===== src/rtl/nvas_pkg.sv =====
// Shared types and constants of the virtual channel allocator and credit scheduler.
package nvas_pkg;

    localparam int NUM_VNETS_DEF    = 4;
    localparam int VCS_PER_VNET_DEF = 4;
    localparam int CMD_FIFO_DEPTH   = 2;

    localparam logic [4:0]  FLITS_MAX    = 5'd31;
    localparam logic [3:0]  CREDIT_MAX   = 4'd15;
    localparam logic [3:0]  CREDIT_RESET = 4'd4;
    localparam logic [31:0] STAMP_NONE   = 32'hFFFF_FFFF;

    // Configuration register indexes.
    localparam logic CFG_CREDITS_PER_VC = 1'b0;
    localparam logic CFG_ORDERED_MASK   = 1'b1;

    // Raw opcodes of an input transaction.
    typedef enum logic [1:0] {
        OP_INJECT = 2'd0,
        OP_TICK   = 2'd1,
        OP_CREDIT = 2'd2,
        OP_UNUSED = 2'd3
    } t_opcode;

    // Classified command kinds handed from the front end to the back end.
    typedef enum logic [2:0] {
        K_NULL,
        K_INJECT,
        K_TICK,
        K_CREDIT,
        K_ECHO
    } t_kind;

    typedef struct packed {
        t_kind      kind;
        logic [1:0] vnet;
        logic [4:0] flits;
        logic [3:0] ch;
        logic       free;
    } t_cmd;

    typedef struct packed {
        logic       done;
        logic [3:0] ch;
        logic       tail;
    } t_result;

    typedef enum logic [1:0] {
        BS_IDLE,
        BS_EXEC,
        BS_PICK
    } t_bstate;

endpackage


===== src/rtl/nvas_front.sv =====
// Front end: accepts input transactions and classifies them into commands.
module nvas_front #(
    parameter int NUM_VNETS    = nvas_pkg::NUM_VNETS_DEF,
    parameter int VCS_PER_VNET = nvas_pkg::VCS_PER_VNET_DEF
) (
    input  logic           i_in_valid,
    output logic           o_in_ready,
    input  logic [1:0]     i_opcode,
    input  logic [1:0]     i_net_select,
    input  logic [4:0]     i_packet_flits,
    input  logic [3:0]     i_credit_channel,
    input  logic           i_channel_free,
    input  logic           i_q_full,
    output logic           o_q_push,
    output nvas_pkg::t_cmd o_q_cmd
);

    localparam int NUM_VCS = NUM_VNETS * VCS_PER_VNET;

    assign o_in_ready = !i_q_full;
    assign o_q_push   = i_in_valid && !i_q_full;

    always_comb begin
        o_q_cmd.vnet  = i_net_select;
        o_q_cmd.flits = i_packet_flits;
        o_q_cmd.ch    = i_credit_channel;
        o_q_cmd.free  = i_channel_free;
        case (nvas_pkg::t_opcode'(i_opcode))
            nvas_pkg::OP_INJECT: begin
                // An inject to a network that does not exist is refused outright.
                o_q_cmd.kind = (int'(i_net_select) < NUM_VNETS) ? nvas_pkg::K_INJECT
                                                                : nvas_pkg::K_NULL;
            end
            nvas_pkg::OP_TICK: begin
                o_q_cmd.kind = nvas_pkg::K_TICK;
            end
            nvas_pkg::OP_CREDIT: begin
                // A credit for a channel beyond the last one is only echoed.
                o_q_cmd.kind = (int'(i_credit_channel) < NUM_VCS) ? nvas_pkg::K_CREDIT
                                                                  : nvas_pkg::K_ECHO;
            end
            default: begin
                o_q_cmd.kind = nvas_pkg::K_NULL;
            end
        endcase
    end

endmodule


===== src/rtl/nvas_fifo.sv =====
// Short command queue between the front end and the back end.
module nvas_fifo #(
    parameter int WIDTH = 8,
    parameter int DEPTH = nvas_pkg::CMD_FIFO_DEPTH
) (
    input  logic             i_clk,
    input  logic             i_rst_n,
    input  logic             i_push,
    input  logic [WIDTH-1:0] i_data,
    output logic             o_full,
    input  logic             i_pop,
    output logic             o_valid,
    output logic [WIDTH-1:0] o_data
);

    localparam int AW = (DEPTH > 1) ? $clog2(DEPTH) : 1;
    localparam int CW = $clog2(DEPTH + 1);

    logic [WIDTH-1:0] r_mem [DEPTH];
    logic [AW-1:0]    r_wr_ptr;
    logic [AW-1:0]    r_rd_ptr;
    logic [CW-1:0]    r_count;
    logic             push_ok;
    logic             pop_ok;

    assign o_full  = (r_count == CW'(DEPTH));
    assign o_valid = (r_count != '0);
    assign o_data  = r_mem[r_rd_ptr];
    assign push_ok = i_push && !o_full;
    assign pop_ok  = i_pop && o_valid;

    always_ff @(posedge i_clk) begin
        if (!i_rst_n) begin
            r_wr_ptr <= '0;
            r_rd_ptr <= '0;
            r_count  <= '0;
        end else begin
            if (push_ok) begin
                r_wr_ptr <= (r_wr_ptr == AW'(DEPTH - 1)) ? '0 : r_wr_ptr + 1'b1;
            end
            if (pop_ok) begin
                r_rd_ptr <= (r_rd_ptr == AW'(DEPTH - 1)) ? '0 : r_rd_ptr + 1'b1;
            end
            if (push_ok && !pop_ok) begin
                r_count <= r_count + 1'b1;
            end else if (pop_ok && !push_ok) begin
                r_count <= r_count - 1'b1;
            end
        end
    end

    always_ff @(posedge i_clk) begin
        if (push_ok) begin
            r_mem[r_wr_ptr] <= i_data;
        end
    end

endmodule


===== src/rtl/nvas_back.sv =====
// Back end: channel state, allocation, flit scheduling and the result register.
module nvas_back #(
    parameter int NUM_VNETS    = nvas_pkg::NUM_VNETS_DEF,
    parameter int VCS_PER_VNET = nvas_pkg::VCS_PER_VNET_DEF
) (
    input  logic              i_clk,
    input  logic              i_rst_n,
    input  logic              i_q_valid,
    input  nvas_pkg::t_cmd    i_q_cmd,
    output logic              o_q_pop,
    input  logic              i_cfg_we,
    input  logic              i_cfg_index,
    input  logic [3:0]        i_cfg_data,
    output logic              o_out_valid,
    input  logic              i_out_ready,
    output nvas_pkg::t_result o_out
);

    localparam int NUM_VCS = NUM_VNETS * VCS_PER_VNET;
    localparam int CH_W    = (NUM_VCS > 1) ? $clog2(NUM_VCS) : 1;
    localparam int VN_W    = (NUM_VNETS > 1) ? $clog2(NUM_VNETS) : 1;
    localparam int VP_W    = (VCS_PER_VNET > 1) ? $clog2(VCS_PER_VNET) : 1;

    nvas_pkg::t_bstate r_state, n_state;
    nvas_pkg::t_cmd    r_cmd;
    nvas_pkg::t_result r_out;
    nvas_pkg::t_result out_value;
    logic              r_out_valid;

    logic [VP_W-1:0] r_alloc_ptr [NUM_VNETS];
    logic [VP_W-1:0] n_alloc_ptr [NUM_VNETS];
    logic            r_active    [NUM_VCS];
    logic            n_active    [NUM_VCS];
    logic [3:0]      r_credit    [NUM_VCS];
    logic [3:0]      n_credit    [NUM_VCS];
    logic [4:0]      r_flits     [NUM_VCS];
    logic [4:0]      n_flits     [NUM_VCS];
    logic [31:0]     r_stamp     [NUM_VCS];
    logic [31:0]     n_stamp     [NUM_VCS];
    logic [CH_W-1:0] r_out_ptr, n_out_ptr;
    logic [31:0]     r_time, n_time;
    logic [3:0]      r_mask;

    logic [NUM_VCS-1:0] elig;
    logic [NUM_VCS-1:0] r_elig_hi;
    logic [NUM_VCS-1:0] r_elig_lo;

    logic            out_free;
    logic            eval_en;
    logic            apply_inject;
    logic            apply_tick;
    logic            apply_credit;
    logic            load_out;

    logic [VN_W-1:0] vnet_idx;
    logic            inj_found;
    logic [VP_W-1:0] inj_idx;
    logic [CH_W-1:0] inj_vc;
    logic            pick_found;
    logic [CH_W-1:0] pick_vc;
    logic [CH_W-1:0] cred_vc;
    logic [5:0]      inj_sum;

    assign out_free = !r_out_valid || i_out_ready;
    assign vnet_idx = VN_W'(r_cmd.vnet);
    assign cred_vc  = CH_W'(r_cmd.ch);

    // Round-robin search for an idle channel of the requested network.
    always_comb begin : inj_search
        logic [VP_W:0] sum;
        logic [VP_W:0] wrapped;
        inj_found = 1'b0;
        inj_idx   = '0;
        for (int k = 0; k < VCS_PER_VNET; k++) begin
            sum     = {1'b0, r_alloc_ptr[vnet_idx]} + (VP_W + 1)'(k);
            wrapped = (sum >= (VP_W + 1)'(VCS_PER_VNET)) ? sum - (VP_W + 1)'(VCS_PER_VNET)
                                                         : sum;
            if (!inj_found
                && !r_active[CH_W'(int'(vnet_idx) * VCS_PER_VNET + int'(wrapped))]) begin
                inj_found = 1'b1;
                inj_idx   = VP_W'(wrapped);
            end
        end
        inj_vc = CH_W'(int'(vnet_idx) * VCS_PER_VNET + int'(inj_idx));
    end

    assign inj_sum = {1'b0, r_flits[inj_vc]} + {1'b0, r_cmd.flits};

    // A channel may send when it has flits and a credit, and on an ordered
    // network no pending channel of the same network arrived earlier.
    always_comb begin : elig_calc
        int  v;
        logic older;
        for (int c = 0; c < NUM_VCS; c++) begin
            v     = c / VCS_PER_VNET;
            older = 1'b0;
            for (int k = 0; k < VCS_PER_VNET; k++) begin
                if (r_flits[v * VCS_PER_VNET + k] != '0
                    && r_stamp[v * VCS_PER_VNET + k] < r_stamp[c]) begin
                    older = 1'b1;
                end
            end
            elig[c] = (r_flits[c] != '0) && (r_credit[c] != '0)
                      && !((v < 4) && r_mask[2'(v)] && older);
        end
    end

    // First eligible channel after the output pointer, wrapping round.
    always_comb begin : pick_search
        pick_found = |r_elig_lo;
        pick_vc    = '0;
        if (|r_elig_hi) begin
            for (int c = NUM_VCS - 1; c >= 0; c--) begin
                if (r_elig_hi[c]) begin
                    pick_vc = CH_W'(c);
                end
            end
        end else begin
            for (int c = NUM_VCS - 1; c >= 0; c--) begin
                if (r_elig_lo[c]) begin
                    pick_vc = CH_W'(c);
                end
            end
        end
    end

    // Sequencer: next state and control strobes.
    always_comb begin
        n_state      = r_state;
        o_q_pop      = 1'b0;
        eval_en      = 1'b0;
        apply_inject = 1'b0;
        apply_tick   = 1'b0;
        apply_credit = 1'b0;
        load_out     = 1'b0;
        out_value    = '0;
        case (r_state)
            nvas_pkg::BS_IDLE: begin
                if (i_q_valid) begin
                    o_q_pop = 1'b1;
                    n_state = nvas_pkg::BS_EXEC;
                end
            end
            nvas_pkg::BS_EXEC: begin
                if (r_cmd.kind == nvas_pkg::K_TICK) begin
                    eval_en = 1'b1;
                    n_state = nvas_pkg::BS_PICK;
                end else if (out_free) begin
                    load_out = 1'b1;
                    n_state  = nvas_pkg::BS_IDLE;
                    case (r_cmd.kind)
                        nvas_pkg::K_INJECT: begin
                            apply_inject   = 1'b1;
                            out_value.done = inj_found;
                            out_value.ch   = inj_found ? 4'(inj_vc) : 4'd0;
                        end
                        nvas_pkg::K_CREDIT: begin
                            apply_credit   = 1'b1;
                            out_value.done = 1'b1;
                            out_value.ch   = r_cmd.ch;
                        end
                        nvas_pkg::K_ECHO: begin
                            out_value.done = 1'b1;
                            out_value.ch   = r_cmd.ch;
                        end
                        default: begin
                            out_value = '0;
                        end
                    endcase
                end
            end
            nvas_pkg::BS_PICK: begin
                if (out_free) begin
                    apply_tick     = 1'b1;
                    load_out       = 1'b1;
                    n_state        = nvas_pkg::BS_IDLE;
                    out_value.done = pick_found;
                    out_value.ch   = pick_found ? 4'(pick_vc) : 4'd0;
                    out_value.tail = pick_found && (r_flits[pick_vc] == 5'd1);
                end
            end
            default: begin
                n_state = nvas_pkg::BS_IDLE;
            end
        endcase
    end

    // Next values of the channel state.
    always_comb begin
        n_alloc_ptr = r_alloc_ptr;
        n_active    = r_active;
        n_credit    = r_credit;
        n_flits     = r_flits;
        n_stamp     = r_stamp;
        n_out_ptr   = r_out_ptr;
        n_time      = r_time;
        if (apply_inject && inj_found) begin
            n_active[inj_vc] = 1'b1;
            n_flits[inj_vc]  = (inj_sum > {1'b0, nvas_pkg::FLITS_MAX}) ? nvas_pkg::FLITS_MAX
                                                                       : inj_sum[4:0];
            n_stamp[inj_vc]  = r_time;
            n_alloc_ptr[vnet_idx] = (inj_idx == VP_W'(VCS_PER_VNET - 1)) ? '0
                                                                         : inj_idx + 1'b1;
        end
        if (apply_tick) begin
            n_time    = r_time + 32'd1;
            n_out_ptr = (r_out_ptr == CH_W'(NUM_VCS - 1)) ? '0 : r_out_ptr + 1'b1;
            if (pick_found) begin
                n_credit[pick_vc] = r_credit[pick_vc] - 4'd1;
                n_flits[pick_vc]  = r_flits[pick_vc] - 5'd1;
                if (r_flits[pick_vc] == 5'd1) begin
                    n_stamp[pick_vc] = nvas_pkg::STAMP_NONE;
                end
            end
        end
        if (apply_credit) begin
            if (r_credit[cred_vc] != nvas_pkg::CREDIT_MAX) begin
                n_credit[cred_vc] = r_credit[cred_vc] + 4'd1;
            end
            if (r_cmd.free) begin
                n_active[cred_vc] = 1'b0;
            end
        end
        if (i_cfg_we && (i_cfg_index == nvas_pkg::CFG_CREDITS_PER_VC)) begin
            for (int c = 0; c < NUM_VCS; c++) begin
                n_credit[c] = i_cfg_data;
            end
        end
    end

    always_ff @(posedge i_clk) begin
        if (!i_rst_n) begin
            r_state     <= nvas_pkg::BS_IDLE;
            r_out_valid <= 1'b0;
            r_out_ptr   <= '0;
            r_time      <= '0;
            r_mask      <= '0;
            for (int n = 0; n < NUM_VNETS; n++) begin
                r_alloc_ptr[n] <= '0;
            end
            for (int c = 0; c < NUM_VCS; c++) begin
                r_active[c] <= 1'b0;
                r_credit[c] <= nvas_pkg::CREDIT_RESET;
                r_flits[c]  <= '0;
                r_stamp[c]  <= nvas_pkg::STAMP_NONE;
            end
        end else begin
            r_state     <= n_state;
            r_alloc_ptr <= n_alloc_ptr;
            r_active    <= n_active;
            r_credit    <= n_credit;
            r_flits     <= n_flits;
            r_stamp     <= n_stamp;
            r_out_ptr   <= n_out_ptr;
            r_time      <= n_time;
            if (load_out) begin
                r_out_valid <= 1'b1;
            end else if (i_out_ready) begin
                r_out_valid <= 1'b0;
            end
            if (i_cfg_we && (i_cfg_index == nvas_pkg::CFG_ORDERED_MASK)) begin
                r_mask <= i_cfg_data;
            end
        end
    end

    always_ff @(posedge i_clk) begin
        if (o_q_pop) begin
            r_cmd <= i_q_cmd;
        end
        if (eval_en) begin
            for (int c = 0; c < NUM_VCS; c++) begin
                r_elig_hi[c] <= elig[c] && (CH_W'(c) > r_out_ptr);
            end
            r_elig_lo <= elig;
        end
        if (load_out) begin
            r_out <= out_value;
        end
    end

    assign o_out_valid = r_out_valid;
    assign o_out       = r_out;

endmodule


===== src/rtl/noc_ni_vc_alloc_and_credit_scheduler.sv =====
// Top level of the network interface virtual channel allocator and credit scheduler.
// The result is registered; the back-end sequencer takes one command at a time through
// pop and execute, and for ticks an extra eligibility stage before the pick, and it holds
// before loading a result while the earlier result has not been taken.
// A two-entry command queue lets the input keep accepting while a result waits.
// Reset (synchronous, active low) idles all channels, loads 4 credits per channel,
// clears pointers, flit counts and time, and marks every arrival stamp as none.
module noc_ni_vc_alloc_and_credit_scheduler #(
    parameter int NUM_VNETS    = nvas_pkg::NUM_VNETS_DEF,
    parameter int VCS_PER_VNET = nvas_pkg::VCS_PER_VNET_DEF
) (
    input  logic       i_clk,
    input  logic       i_rst_n,
    input  logic       i_in_valid,
    output logic       o_in_ready,
    input  logic [1:0] i_opcode,
    input  logic [1:0] i_net_select,
    input  logic [4:0] i_packet_flits,
    input  logic [3:0] i_credit_channel,
    input  logic       i_channel_free,
    output logic       o_out_valid,
    input  logic       i_out_ready,
    output logic       o_done_flag,
    output logic [3:0] o_channel,
    output logic       o_tail_flag,
    input  logic       i_cfg_we,
    input  logic       i_cfg_index,
    input  logic [3:0] i_cfg_data
);

    localparam int CMD_W = $bits(nvas_pkg::t_cmd);

    logic              q_full;
    logic              q_push;
    logic              q_pop;
    logic              q_valid;
    nvas_pkg::t_cmd    front_cmd;
    logic [CMD_W-1:0]  q_data;
    nvas_pkg::t_result result;

    // The front end classifies each transaction as it is accepted, so the
    // back end only sees commands it can carry out directly.
    nvas_front #(
        .NUM_VNETS    (NUM_VNETS),
        .VCS_PER_VNET (VCS_PER_VNET)
    ) u_front (
        .i_in_valid       (i_in_valid),
        .o_in_ready       (o_in_ready),
        .i_opcode         (i_opcode),
        .i_net_select     (i_net_select),
        .i_packet_flits   (i_packet_flits),
        .i_credit_channel (i_credit_channel),
        .i_channel_free   (i_channel_free),
        .i_q_full         (q_full),
        .o_q_push         (q_push),
        .o_q_cmd          (front_cmd)
    );

    // The queue decouples acceptance from execution.
    nvas_fifo #(
        .WIDTH (CMD_W),
        .DEPTH (nvas_pkg::CMD_FIFO_DEPTH)
    ) u_fifo (
        .i_clk   (i_clk),
        .i_rst_n (i_rst_n),
        .i_push  (q_push),
        .i_data  (front_cmd),
        .o_full  (q_full),
        .i_pop   (q_pop),
        .o_valid (q_valid),
        .o_data  (q_data)
    );

    // The back end holds all channel state and the registered result.
    nvas_back #(
        .NUM_VNETS    (NUM_VNETS),
        .VCS_PER_VNET (VCS_PER_VNET)
    ) u_back (
        .i_clk       (i_clk),
        .i_rst_n     (i_rst_n),
        .i_q_valid   (q_valid),
        .i_q_cmd     (nvas_pkg::t_cmd'(q_data)),
        .o_q_pop     (q_pop),
        .i_cfg_we    (i_cfg_we),
        .i_cfg_index (i_cfg_index),
        .i_cfg_data  (i_cfg_data),
        .o_out_valid (o_out_valid),
        .i_out_ready (i_out_ready),
        .o_out       (result)
    );

    assign o_done_flag = result.done;
    assign o_channel   = result.ch;
    assign o_tail_flag = result.tail;

endmodule

===== config.mk =====
export PLATFORM = sky130hd
export DESIGN_NAME = noc_ni_vc_alloc_and_credit_scheduler
export DESIGN_NICKNAME = d
export VERILOG_FILES = /design/src/rtl/nvas_pkg.sv /design/src/rtl/nvas_front.sv /design/src/rtl/nvas_fifo.sv /design/src/rtl/nvas_back.sv /design/src/rtl/noc_ni_vc_alloc_and_credit_scheduler.sv
export SDC_FILE = /design/constraint.sdc
export NUM_CORES = 2
export LEC_CHECK = 0
export BUFFER_PORTS_ARGS = -buffer_cell sky130_fd_sc_hd__buf_2
export CAP_MARGIN = 20
export CORE_UTILIZATION = 42
export DETAILED_ROUTE_END_ITERATION = 7
export PLACE_DENSITY = 0.56
export SYNTH_ARGS = -nofsm -noshare
export SYNTH_HDL_FRONTEND = slang
export SYNTH_SLANG_ARGS = --single-unit

===== constraint.sdc =====
create_clock -name i_clk -period 13.8 [get_ports i_clk]
set_clock_uncertainty 0.05 [all_clocks]
set_input_delay 2.76 -clock i_clk [delete_from_list [all_inputs] [get_ports i_clk]]
set_output_delay 2.76 -clock i_clk [all_outputs]
set_load 0.05 [all_outputs]

==> summary.txt <==
Run status: completed
DR vias/cell: 5.96
Initial antenna violation count: 3
Inserted Diodes: 0
Post-synthesis sequential area ratio: 0.320
Final Wtd Congestion: 0.945
Wire length per cell after detailed routing: 23.7 microns
Post-synthesis instance area: 36700 sq um
Number of port buffers: 31
Inserted Clock Buffers: 61
Internal power: 3.57 mW
Worst vdd rail ir drop: 267 uV
Worst stage delay on the critical path: 0.58 ns
Worst Setup Start Kind: flip-flop
Number of gates resized after CTS: 0
Synth top area share: 0.256
Top cells by area in the synthesized netlist: dfxtp_1, ha_1, mux2i_1
Proportion of power drawn by combinational gates: 0.417
Fin worst setup slack: 5.74 ns
CTS tree: done
Starting utilization of the core area: 0.424
Setup repair after global routing missed its margin: false
Number of synthesized register bits: 548
Number of sinks on the clock net: 548
Data arrival time of the critical path: 8.54 ns
Fill cell count: 8503
Worst hold path endpoint: u_back.r_stamp[414]$_SDFF_PN1_
Count of vias placed by the detailed router: 30800
Min-Delay Startpoint: u_back.r_stamp[414]$_SDFF_PN1_
Worst r2r dst: u_back.r_flits[76]$_SDFF_PN0_
Count of different cell masters after synthesis: 88
Die Footprint: 88700 sq um
Share of synthesized flip-flops with an asynchronous set or reset: 0
Post-synth EDFFs: 79
Core Area: 86800 sq um
Internal reg-to-reg setup slack: 5.74 ns
H-Tree Depth: 2
Accumulated negative setup slack: 0 ns
Normalized max-slew margin: 0.204
Site Rows: 108
Final-report hold violation count: 0
First DRT Iteration DRCs: 3116
Total grt overflow: 0
Area delta synth->final: 8.16%
Clock group share of total power: 0.280
Hold WC Path Type: reg -> reg
DP Worst Slack: 5.83 ns
Clock latency at the later pin of the worst-skew pair: 0.68 ns
Final count of pins violating max slew: 0
Net count, final: 4406
Top Ports: 32
Pwr Density: 155 nW/um^2
Commonest cells after routing, fill and taps aside: dfxtp_1, mux2i_1, ha_1
First-pass GRT wire length: 187000 microns
Register area: 11800 sq um
Worst path slowest cell: nand2b_1
Setup fix buffers added after clock tree synthesis: 0
Post-Syn Area per Cell: 9.06 sq um
Total routing usage reported by global routing: 0.271
Register clock-pin slew on the reported worst setup and hold paths: 0.07 ns
Origin of the critical flop-to-flop path: u_back.vnet_idx[1]$_DFFE_PP_
R2R depth: 29
Cell type with the highest aggregate area in the netlist: dfxtp_1
Buffer type at the clock tree root: clkbuf_16
Final-report setup violation count: 0
Worst Max-Slew Pin Slew: 1.17 ns
Largest net degree at the start of global routing: 88
Post-Synthesis Cells: 4054
Origin of the worst setup path: u_back.vnet_idx[1]$_DFFE_PP_
Part of the power in registers: 0.303
Number of hold-repair buffers added at the cts stage: 0
Switching Fraction: 0.420
Ratio of cells with drive above 1 in the final layout: 0.0864
Max Clock Freq: 124 MHz
Required time at the worst-slack endpoint: 14.28 ns
Most repeated library cell on the critical path: a21oi_1
Count of cells along the worst hold path: 2
Ys Warns: 0
Tmin final: 8.06 ns
P_leak: 20.6 nW
Maximum fanout count along the critical path: 36
Antenna Nets Post-Route: 0
First-pass iteration count of the detailed router: 6
Via count of the first global-routing pass: 29500
Post-route core utilization: 0.458
Leading cell type in the layout, fill and taps excluded: dfxtp_1
Type of the worst setup path: reg -> reg
Post-Synthesis Net Count: 4495
Final Cycle Share: 0.584
Number of buffers between clock root and the deepest sink: 3
Final HPWL DP: 87600 microns
Footprint of the multi-input gates: 22800 sq um
Die height: 298 microns
Top_reg_cell synth: dfxtp_1
DIE WIDTH: 298 microns
Endpoint type of the worst setup path: flip-flop
Switching power: 2.58 mW
Total wirelength of the detailed-routed design: 123000 microns
Maximum Capacitance Violations: 0
DR DRC count: 0
## state kept, by name (all words and copies together) (netlist names), 4 cells and up
name                cells
u_back.cred_vc          4
u_back.r_elig_lo       16
u_back.r_credit        64
u_back.r_elig_hi       15
u_back.o_out            6
u_back.r_time          32
u_back.r_active        16
u_back.r_stamp        256
u_back.r_alloc_ptr      8
u_back.r_flits         80
u_back.r_cmd            8
u_back.r_out_ptr        4
u_fifo.r_mem           28
## worst max path at each step
stage | to | slack (ns) | depth (start not counted)
floorplan | u_back.r_flits[71]$_SDFF_PN0_ | 7.28 | 30
global route | u_back.r_flits[31]$_SDFF_PN0_ | 5.23 | 29
global placement | u_back.r_flits[46]$_SDFF_PN0_ | 5.93 | 29
CTS | u_back.r_flits[76]$_SDFF_PN0_ | 5.80 | 29
detailed placement | u_back.r_flits[26]$_SDFF_PN0_ | 5.83 | 29
finish | u_back.r_flits[76]$_SDFF_PN0_ | 5.74 | 29
## critical path: cells and delay by family, from the launching register on
family	cells	cell delay [ns]
buffers and inverters	3	0.71
AND/OR/NAND/NOR	7	1.64
XOR/XNOR	1	0.38
flip-flops	1	0.32
adder cells (fa/ha/maj)	3	0.69
multiplexers	4	1.92
AO/OA/AOI/OAI	11	2.13
## cell families (layout without fill, tap and decap cells)
family                   Yosys count  in the layout  synth area share
XOR/XNOR                          43             43            0.0105
buffers and inverters            511            472            0.0600
AO/OA/AOI/OAI                    807            807             0.145
flip-flops                       548            548             0.320
AND/OR/NAND/NOR                 1175           1175             0.157
adder cells (fa/ha/maj)          417            417             0.142
multiplexers                     553            553             0.165
## metrics by stage
step                cells  total power, mW  hold slack (ns)  area [sq um]
floorplan            4054             3.61            0.402         36700
global placement     5054             4.40            0.420         37600
detailed placement   5055             4.40            0.422         37600
CTS                  5168             6.13            0.438         39700
global route         5170             6.40            0.470         39700
finish               5170             6.15            0.437         39700
## per-layer routing
| layer | global-route usage | routed length [microns] | vias to the layer above |
|---|---|---|---|
| met3 | 0.0389 | 8410 | 208 |
| met2 | 0.417 | 52900 | 1089 |
| li1 | - | - | 14700 |
| met5 | 0 | 27 | - |
| met1 | 0.390 | 57600 | 14900 |
| met4 | 0.0831 | 3690 | 4 |
## Yosys cell counts, types with 34 or more instances
cell type / number
dfxtp_1: 469
mux2i_1: 443
ha_1: 416
inv_1: 281
nand3_1: 277
nand2_1: 259
nor2_1: 247
a21oi_1: 209
clkbuf_1: 139
a21o_1: 137
o21ai_0: 111
nand4_1: 104
edfxtp_1: 79
o211ai_1: 74
mux2_2: 73
o21a_1: 68
o22ai_1: 58
nor3_1: 57
nor2b_1: 43
nand2b_1: 37
buf_2: 34
## final cells by class
class	count	area share
Clock buffer	89	0.0463
Clock inverter	24	0.00668
Inverter	285	0.0272
Multi-Input combinational cell	2995	0.575
Sequential cell	548	0.296
Tap cell	1155	0.0364
Timing Repair Buffer	74	0.0128
## power by group through the flow
stage	logic, mW	registers (mW)	clock network (mW)
after global placement	2.50	1.89	0
after floorplan	1.77	1.84	0
after CTS	2.51	1.86	1.75
after global routing	2.72	1.87	1.81
after detailed placement	2.51	1.89	0
final	2.57	1.86	1.72
Power figures use the tool's default switching activity.
